**config.mk**
```make
export PLATFORM = sky130hd
export DESIGN_NAME = sensor_destination_average_table_flat
export DESIGN_NICKNAME = d
export VERILOG_FILES = /design/src/hdl/sdat_pkg.sv /design/src/hdl/sdat_if.sv /design/src/hdl/sdat_mem.sv /design/src/hdl/sdat_upd.sv /design/src/hdl/sensor_destination_average_table.sv /design/src/flat_wrapper.sv
export SDC_FILE = /design/constraint.sdc
export NUM_CORES = 2
export LEC_CHECK = 0
export BUFFER_PORTS_ARGS = -buffer_cell sky130_fd_sc_hd__buf_2
export CORE_MARGIN = 1.5
export CORE_UTILIZATION = 36
export DETAILED_ROUTE_END_ITERATION = 8
export GPL_TIMING_DRIVEN = 0
export PLACE_DENSITY_LB_ADDON = 0.05
export SLEW_MARGIN = 25
export SYNTH_ARGS = -nofsm -noshare
export SYNTH_HDL_FRONTEND = slang
export SYNTH_HIERARCHICAL = 1
export SYNTH_SLANG_ARGS = --single-unit
```
**constraint.sdc**
```tcl
create_clock -name clk -period 31.4 [get_ports clk]
set_input_delay 6.28 -clock clk [delete_from_list [all_inputs] [get_ports clk]]
set_output_delay 6.28 -clock clk [all_outputs]
set_load 0.005 [all_outputs]
```
**src/hdl/sdat_pkg.sv**
```systemverilog
package sdat_pkg;

    localparam int SENSOR_W = 3;
    localparam int SAMPLE_W = 32;
    localparam int MASK_W   = 5;
    localparam int DEST_W   = 3;

    localparam int SENSOR_COUNT_DEF = 8;
    localparam int DEST_COUNT_DEF   = 5;
    localparam int DATA_WIDTH_DEF   = 32;
    localparam int COUNT_WIDTH_DEF  = 16;

    localparam logic OP_SAMPLE = 1'b0;
    localparam logic OP_READ   = 1'b1;

endpackage

```
**src/hdl/sdat_if.sv**
```systemverilog
interface sdat_in_if import sdat_pkg::*; ();
    logic                valid;
    logic                ready;
    logic                op;
    logic [SENSOR_W-1:0] sensor;
    logic [SAMPLE_W-1:0] sample_value;
    logic                average_enable;
    logic [MASK_W-1:0]   dest_mask;

    modport source (
        output valid, op, sensor, sample_value, average_enable, dest_mask,
        input  ready
    );
    modport sink (
        input  valid, op, sensor, sample_value, average_enable, dest_mask,
        output ready
    );
endinterface

interface sdat_out_if import sdat_pkg::*; ();
    logic                valid;
    logic                ready;
    logic [DEST_W-1:0]   destination;
    logic [SAMPLE_W-1:0] read_value;
    logic                last;

    modport source (
        output valid, destination, read_value, last,
        input  ready
    );
    modport sink (
        input  valid, destination, read_value, last,
        output ready
    );
endinterface

```
**src/hdl/sdat_mem.sv**
```systemverilog
module sdat_mem #(
    parameter int DEPTH = 8,
    parameter int WIDTH = 8,
    parameter int AW    = 3
) (
    input  logic             clk,
    input  logic             rst_n,
    input  logic             rd_en,
    input  logic [AW-1:0]    rd_addr,
    input  logic             wr_en,
    input  logic [AW-1:0]    wr_addr,
    input  logic [WIDTH-1:0] wr_data,
    output logic [WIDTH-1:0] rd_row
);

    logic [WIDTH-1:0] mem [DEPTH];
    logic [WIDTH-1:0] rd_data_reg;
    logic             rd_valid_reg;
    logic [DEPTH-1:0] row_valid_reg;

    always_ff @(posedge clk)
    begin
        if (wr_en)
        begin
            mem[wr_addr] <= wr_data;
        end
        if (rd_en)
        begin
            rd_data_reg <= mem[rd_addr];
        end
    end

    // rows never written read as zero
    always_ff @(posedge clk or negedge rst_n)
    begin
        if (!rst_n)
        begin
            row_valid_reg <= '0;
            rd_valid_reg  <= 1'b0;
        end
        else
        begin
            if (wr_en)
            begin
                row_valid_reg[wr_addr] <= 1'b1;
            end
            if (rd_en)
            begin
                rd_valid_reg <= row_valid_reg[rd_addr];
            end
        end
    end

    assign rd_row = rd_valid_reg ? rd_data_reg : '0;

endmodule

```
**src/hdl/sdat_upd.sv**
```systemverilog
module sdat_upd import sdat_pkg::*; #(
    parameter int DEST_COUNT  = DEST_COUNT_DEF,
    parameter int DATA_WIDTH  = DATA_WIDTH_DEF,
    parameter int COUNT_WIDTH = COUNT_WIDTH_DEF,
    parameter int EW          = DATA_WIDTH + 1 + COUNT_WIDTH
) (
    input  logic                     op,
    input  logic [DATA_WIDTH-1:0]    sample,
    input  logic                     avg,
    input  logic [MASK_W-1:0]        mask,
    input  logic [DEST_COUNT*EW-1:0] row_in,
    output logic [DEST_COUNT*EW-1:0] row_out
);

    // entry layout: {value, consumed, count}
    for (genvar d = 0; d < DEST_COUNT; d++)
    begin : g_entry
        logic [DATA_WIDTH-1:0]  val;
        logic                   cons;
        logic [COUNT_WIDTH-1:0] cnt;
        logic [DATA_WIDTH:0]    sum;
        logic [DATA_WIDTH-1:0]  val_next;
        logic                   cons_next;
        logic [COUNT_WIDTH-1:0] cnt_next;
        logic                   sel;

        assign val  = row_in[d*EW+COUNT_WIDTH+1 +: DATA_WIDTH];
        assign cons = row_in[d*EW+COUNT_WIDTH];
        assign cnt  = row_in[d*EW +: COUNT_WIDTH];
        assign sum  = {1'b0, val} + {1'b0, sample};

        if (d < MASK_W)
        begin : g_sel
            assign sel = mask[d];
        end
        else
        begin : g_nosel
            assign sel = 1'b0;
        end

        always_comb
        begin
            val_next  = val;
            cons_next = cons;
            cnt_next  = cnt;
            if (op == OP_SAMPLE)
            begin
                if (cons || !avg || cnt == '0)
                begin
                    val_next  = sample;
                    cons_next = 1'b0;
                    cnt_next  = COUNT_WIDTH'(1);
                end
                else
                begin
                    val_next = sum[DATA_WIDTH:1];
                    if (cnt != '1)
                    begin
                        cnt_next = cnt + COUNT_WIDTH'(1);
                    end
                end
            end
            else
            begin
                cons_next = cons | sel;
            end
        end

        assign row_out[d*EW +: EW] = {val_next, cons_next, cnt_next};
    end

endmodule

```
**src/hdl/sensor_destination_average_table.sv**
```systemverilog
// Per-sensor, per-destination averaging table.
// item channel (valid/ready): op 0 is a sample for one sensor and updates all
// destination entries of that sensor (replace or (old+sample)>>1); op 1 is a
// read request whose dest_mask selects destinations.
// result channel (valid/ready): one word per selected destination, in
// ascending destination order, with last on the final word; the entry read
// is marked consumed so the next sample replaces it.
// Timing: one row read and one row write back per item in the table memory.
// Each item is read from the table on acceptance and written back in ST_RMW;
// a read that selects a destination then moves to ST_EMIT, which loads a word
// whenever the result side is ready or holds no word. One item is in progress
// at a time; item.ready is high only when idle. Items for a sensor beyond the
// table are dropped. A stalled result channel holds the current word and pauses
// the walk. Reset clears control state and marks every row empty; empty rows
// read as zero, so no clearing pass is needed.
module sensor_destination_average_table import sdat_pkg::*; #(
    parameter int SENSOR_COUNT = SENSOR_COUNT_DEF,
    parameter int DEST_COUNT   = DEST_COUNT_DEF,
    parameter int DATA_WIDTH   = DATA_WIDTH_DEF,
    parameter int COUNT_WIDTH  = COUNT_WIDTH_DEF
) (
    input  logic      clk,
    input  logic      rst_n,
    sdat_in_if.sink   item,
    sdat_out_if.source result
);

    localparam int EW       = DATA_WIDTH + 1 + COUNT_WIDTH;
    localparam int ROW_W    = DEST_COUNT * EW;
    localparam int AW       = (SENSOR_COUNT > 1) ? $clog2(SENSOR_COUNT) : 1;
    localparam int MASK_USE = (DEST_COUNT < MASK_W) ? DEST_COUNT : MASK_W;

    localparam logic [1:0] ST_IDLE = 2'd0;
    localparam logic [1:0] ST_RMW  = 2'd1;
    localparam logic [1:0] ST_EMIT = 2'd2;

    logic [1:0]            state_reg, state_next;
    logic                  op_reg;
    logic [AW-1:0]         addr_reg;
    logic [DATA_WIDTH-1:0] sample_reg;
    logic                  avg_reg;
    logic [MASK_W-1:0]     mask_reg;
    logic [MASK_W-1:0]     remain_reg, remain_next;
    logic                  out_valid_reg, out_valid_next;
    logic [DEST_W-1:0]     out_dest_reg;
    logic [SAMPLE_W-1:0]   out_value_reg;
    logic                  out_last_reg;

    logic                  accept;
    logic                  in_range;
    logic                  mem_rd_en;
    logic                  mem_wr_en;
    logic [ROW_W-1:0]      row;
    logic [ROW_W-1:0]      row_new;
    logic [MASK_W-1:0]     dest_ok;
    logic [MASK_W-1:0]     pick_hot;
    logic [DEST_W-1:0]     pick_idx;
    logic                  pick_found;
    logic [DATA_WIDTH-1:0] pick_value;
    logic                  load_out;

    assign item.ready = (state_reg == ST_IDLE);
    assign accept     = item.valid && item.ready;
    assign in_range   = 32'(item.sensor) < 32'(SENSOR_COUNT);
    assign mem_rd_en  = accept && in_range;
    assign mem_wr_en  = (state_reg == ST_RMW);

    sdat_mem #(
        .DEPTH (SENSOR_COUNT),
        .WIDTH (ROW_W),
        .AW    (AW)
    ) u_mem (
        .clk     (clk),
        .rst_n   (rst_n),
        .rd_en   (mem_rd_en),
        .rd_addr (AW'(item.sensor)),
        .wr_en   (mem_wr_en),
        .wr_addr (addr_reg),
        .wr_data (row_new),
        .rd_row  (row)
    );

    sdat_upd #(
        .DEST_COUNT  (DEST_COUNT),
        .DATA_WIDTH  (DATA_WIDTH),
        .COUNT_WIDTH (COUNT_WIDTH),
        .EW          (EW)
    ) u_upd (
        .op      (op_reg),
        .sample  (sample_reg),
        .avg     (avg_reg),
        .mask    (mask_reg),
        .row_in  (row),
        .row_out (row_new)
    );

    always_comb
    begin
        for (int i = 0; i < MASK_W; i++)
        begin
            dest_ok[i] = (i < MASK_USE);
        end
    end

    // lowest remaining destination
    always_comb
    begin
        pick_hot   = '0;
        pick_idx   = '0;
        pick_found = 1'b0;
        for (int i = 0; i < MASK_W; i++)
        begin
            if (!pick_found && remain_reg[i])
            begin
                pick_hot[i] = 1'b1;
                pick_idx    = DEST_W'(i);
                pick_found  = 1'b1;
            end
        end
    end

    always_comb
    begin
        pick_value = '0;
        for (int i = 0; i < MASK_USE; i++)
        begin
            if (pick_hot[i])
            begin
                pick_value = row[i*EW+COUNT_WIDTH+1 +: DATA_WIDTH];
            end
        end
    end

    assign load_out = (state_reg == ST_EMIT) && (!out_valid_reg || result.ready);

    always_comb
    begin
        state_next     = state_reg;
        remain_next    = remain_reg;
        out_valid_next = out_valid_reg;
        if (out_valid_reg && result.ready)
        begin
            out_valid_next = 1'b0;
        end
        case (state_reg)
            ST_IDLE:
            begin
                if (mem_rd_en)
                begin
                    state_next = ST_RMW;
                end
            end
            ST_RMW:
            begin
                if (op_reg == OP_READ && (mask_reg & dest_ok) != '0)
                begin
                    remain_next = mask_reg & dest_ok;
                    state_next  = ST_EMIT;
                end
                else
                begin
                    state_next = ST_IDLE;
                end
            end
            ST_EMIT:
            begin
                if (load_out)
                begin
                    out_valid_next = 1'b1;
                    remain_next    = remain_reg & ~pick_hot;
                    if ((remain_reg & ~pick_hot) == '0)
                    begin
                        state_next = ST_IDLE;
                    end
                end
            end
            default:
            begin
                state_next = ST_IDLE;
            end
        endcase
    end

    always_ff @(posedge clk or negedge rst_n)
    begin
        if (!rst_n)
        begin
            state_reg     <= ST_IDLE;
            remain_reg    <= '0;
            out_valid_reg <= 1'b0;
        end
        else
        begin
            state_reg     <= state_next;
            remain_reg    <= remain_next;
            out_valid_reg <= out_valid_next;
        end
    end

    always_ff @(posedge clk)
    begin
        if (accept)
        begin
            op_reg     <= item.op;
            addr_reg   <= AW'(item.sensor);
            sample_reg <= item.sample_value[DATA_WIDTH-1:0];
            avg_reg    <= item.average_enable;
            mask_reg   <= item.dest_mask;
        end
        if (load_out)
        begin
            out_dest_reg  <= pick_idx;
            out_value_reg <= SAMPLE_W'(pick_value);
            out_last_reg  <= ((remain_reg & ~pick_hot) == '0);
        end
    end

    assign result.valid       = out_valid_reg;
    assign result.destination = out_dest_reg;
    assign result.read_value  = out_value_reg;
    assign result.last        = out_last_reg;

endmodule
```
**src/flat_wrapper.sv**
```systemverilog
// flat-port wrapper written by rule: the top's interface ports become plain ports
module sensor_destination_average_table_flat import sdat_pkg::*;
#(
    parameter int SENSOR_COUNT = SENSOR_COUNT_DEF,
    parameter int DEST_COUNT   = DEST_COUNT_DEF,
    parameter int DATA_WIDTH   = DATA_WIDTH_DEF,
    parameter int COUNT_WIDTH  = COUNT_WIDTH_DEF
)
  (clk, rst_n, item_valid, item_op, item_sensor, item_sample_value, item_average_enable, item_dest_mask, item_ready, result_valid, result_destination, result_read_value, result_last, result_ready);
  sdat_in_if item_i ();
  sdat_out_if result_i ();
  input  logic clk;
  input  logic rst_n;
  input wire logic [$bits(item_i.valid)-1:0] item_valid;
  input wire logic [$bits(item_i.op)-1:0] item_op;
  input wire logic [$bits(item_i.sensor)-1:0] item_sensor;
  input wire logic [$bits(item_i.sample_value)-1:0] item_sample_value;
  input wire logic [$bits(item_i.average_enable)-1:0] item_average_enable;
  input wire logic [$bits(item_i.dest_mask)-1:0] item_dest_mask;
  output wire logic [$bits(item_i.ready)-1:0] item_ready;
  output wire logic [$bits(result_i.valid)-1:0] result_valid;
  output wire logic [$bits(result_i.destination)-1:0] result_destination;
  output wire logic [$bits(result_i.read_value)-1:0] result_read_value;
  output wire logic [$bits(result_i.last)-1:0] result_last;
  input wire logic [$bits(result_i.ready)-1:0] result_ready;
  assign item_i.valid = item_valid;
  assign item_i.op = item_op;
  assign item_i.sensor = item_sensor;
  assign item_i.sample_value = item_sample_value;
  assign item_i.average_enable = item_average_enable;
  assign item_i.dest_mask = item_dest_mask;
  assign item_ready = item_i.ready;
  assign result_valid = result_i.valid;
  assign result_destination = result_i.destination;
  assign result_read_value = result_i.read_value;
  assign result_last = result_i.last;
  assign result_i.ready = result_ready;
  sensor_destination_average_table #(.SENSOR_COUNT(SENSOR_COUNT), .DEST_COUNT(DEST_COUNT), .DATA_WIDTH(DATA_WIDTH), .COUNT_WIDTH(COUNT_WIDTH)) u_core (.clk(clk), .rst_n(rst_n), .item(item_i), .result(result_i));
endmodule
```
==> results.ini <==
[cts]
post_cts_buffers = 0
cts.path.max_buffers = 4
numCtsBuffers = 269
cts_sinks = 2300
htree_levels = 5
hold_buffers = 0
cts_resized = 0
cts.reportedPaths.clkPinSlew_ps = 60
cts_tree = built
cts_root_buf = clkbuf_16
clk_latency_ps = 870

[floorplanning]
rows = 193
start_util_pct = 36.26
dieArea_um2 = 282200
die_x_um = 531.2
core_um2 = 277000
die_y_um = 531.2
ios = 84

[setup_path]
crit_required_ps = 31990
startpoint_type = primary input
endpoint_kind = register
cp_max_fo = 10
crit_arrival_ps = 9130
path_class = in2reg
reg2reg_slack_ps = 25310

[global_route]
grt_pass1_wl_mm = 461.1
grt_pass1_vias = 57620
antenna_found_initial = 18
grt_remaining_overflow = 0
gr-usage-all-layers_pct = 23.42
grt_max_degree = 44

[synth]
syn_nets = 6043
yosys.area.top_type = edfxtp_1
ys_top_cells_by_area = edfxtp_1 68%, mux4_2 11%, mux2_2 2.8%, ha_1 2.1%, and2_1 1.7%
syn-cell-area_um2 = 100400
synth_cells = 5827
synth_common_cells = 2,283 x edfxtp_1, 491 x mux4_2, 314 x nand2_1
ys_seq_area_share_pct = 68.68
synth_edf_count = 2283
ys_ff_latch = 2300
yosysWarnings = 6
async_flop_share_pct = 0.7391
yosysMostFrequentCell = edfxtp_1
post_synth.cell_area_avg_um2 = 17.24
yosysTopAreaCellShare_pct = 68.26
yosysUniqueCellTypes = 100
synth_ff_type = edfxtp_1

[power_and_ir_drop]
p_total_mw = 10.15
vdd_drop_max_mv = 0.03969
p_leak_nw = 39.88
p_per_area_nw_per_um2 = 85.26

[drt]
drc = 0
vias_per_cell = 5.559
vias = 57660
ant_nets = 0
first_pass_iters = 6
drt_iter0_drc = 5569
post_drt_wl_per_cell_um = 32.01
wirelength_mm = 332.0

[sta]
clock_skew_ps = 44.17
period_share_pct = 27.21
finalCriticalPeriod_ps = 8545
final-setup-viol-count = 0
worst_slew_pin_slew_ps = 1272
hold_violations = 0
rsz0062_at_grt = no
drv_slew = 0
max_freq_mhz = 117.0
hold_slack_ps = 464.7
slew_headroom_pct = 14.29

[final_layout]
drive_gt1_share_pct = 24.88
fin_area_um2 = 119000
fin_util_pct = 42.97
nNetsFinal = 6666
final_cells = 10370
largest_reg_flops = 1960
syn_to_final_growth_pct = 18.52

[placement]
place_inst = 9882
dpl_cell_area_um2 = 110300
io_buffers = 83
place.gp.congestion = 0.9338
dp_hpwl_mm = 240.2

[flow_run]
drv_cap = 0

[run_status]
outcome = finished, final reports clean

[min_path]
hp-class = reg2reg

## worst paths after layout
check | startpoint | end | depth (start not counted)
min in group asynchronous | rst_n | u_core/state_reg[0] | 1
worst min register to register | u_core/u_mem/row_valid_reg[3] | u_core/u_mem/row_valid_reg[3] | 1
worst max-delay path | item_sensor[1] | u_core/u_mem/rd_data_reg[86] | 6
worst min-delay path | u_core/u_mem/row_valid_reg[3] | u_core/u_mem/row_valid_reg[3] | 1
worst max register to register | u_core/u_mem/rd_valid_reg | u_core/u_mem/mem[4][95] | 13
max in group asynchronous | rst_n | u_core/remain_reg[0] | 1
## placed cells by master, fill, tap and decap left out, types with 93 or more instances in the layout
cell type  count
a21o_1        97
a21oi_1      263
and2_1       271
buf_16        93
buf_2        114
clkbuf_1     180
clkbuf_16    281
edfxtp_1    2283
ha_1         165
mux2_2       249
mux4_2       491
nand2_1      314
nor2_1       224
o21ai_0      163
xor2_1        94
## stage by stage
stage / worst slack (ps) / TNS (ps)
global placement: -11860 / -5293800
CTS: 22860 / 0
finish: 22860 / 0
global route: 22870 / 0
detailed placement: 21910 / 0
floorplan: 12670 / 0
## power breakdown
part | total, mW | internal, mW | switching, mW
clock network | 3.08 | 1.83 | 1.25
logic | 2.87 | 0.913 | 1.96
registers | 4.20 | 4.07 | 0.124
total | 10.1 | 6.82 | 3.33
## critical path, stage by stage
cell	delay, ps
buf_2	80
clkbuf_1	420
buf_2	780
clkbuf_1	800
mux4_2	430
mux2_2	290
## cell type report
type,instances,area (µm²)
antenna,12,30.03
tap,3705,4636
sequential,2300,68980
buffer,306,1715
clock buffer,328,7238
timing repair buffer,352,5140
multi-input combinational,3160,29670
inverter,61,229.0
clock inverter,148,1395
fill,24540,157900
## kinds of logic (layout without fill, tap and decap cells)
logic type / Yosys count / in the layout / synth area share, %
flops: 2300 / 2300 / 68.68
buf+inv: 367 / 1195 / 1.874
xor+xnor: 169 / 169 / 1.474
mux: 770 / 770 / 14.10
compound gates: 927 / 927 / 6.071
simple gates: 1123 / 1123 / 5.632
other cells: 0 / 12 / 0
fa+ha+maj: 171 / 171 / 2.165
## routing by layer
layer	GRT usage [%]	vias up	wire length, µm
li1	-	24740	-
met4	8.389	2	12930
met3	4.297	433	20510
met1	32.51	30640	145800
met2	36.78	1840	152800
met5	0	-	13
Power figures use the tool's default switching activity.
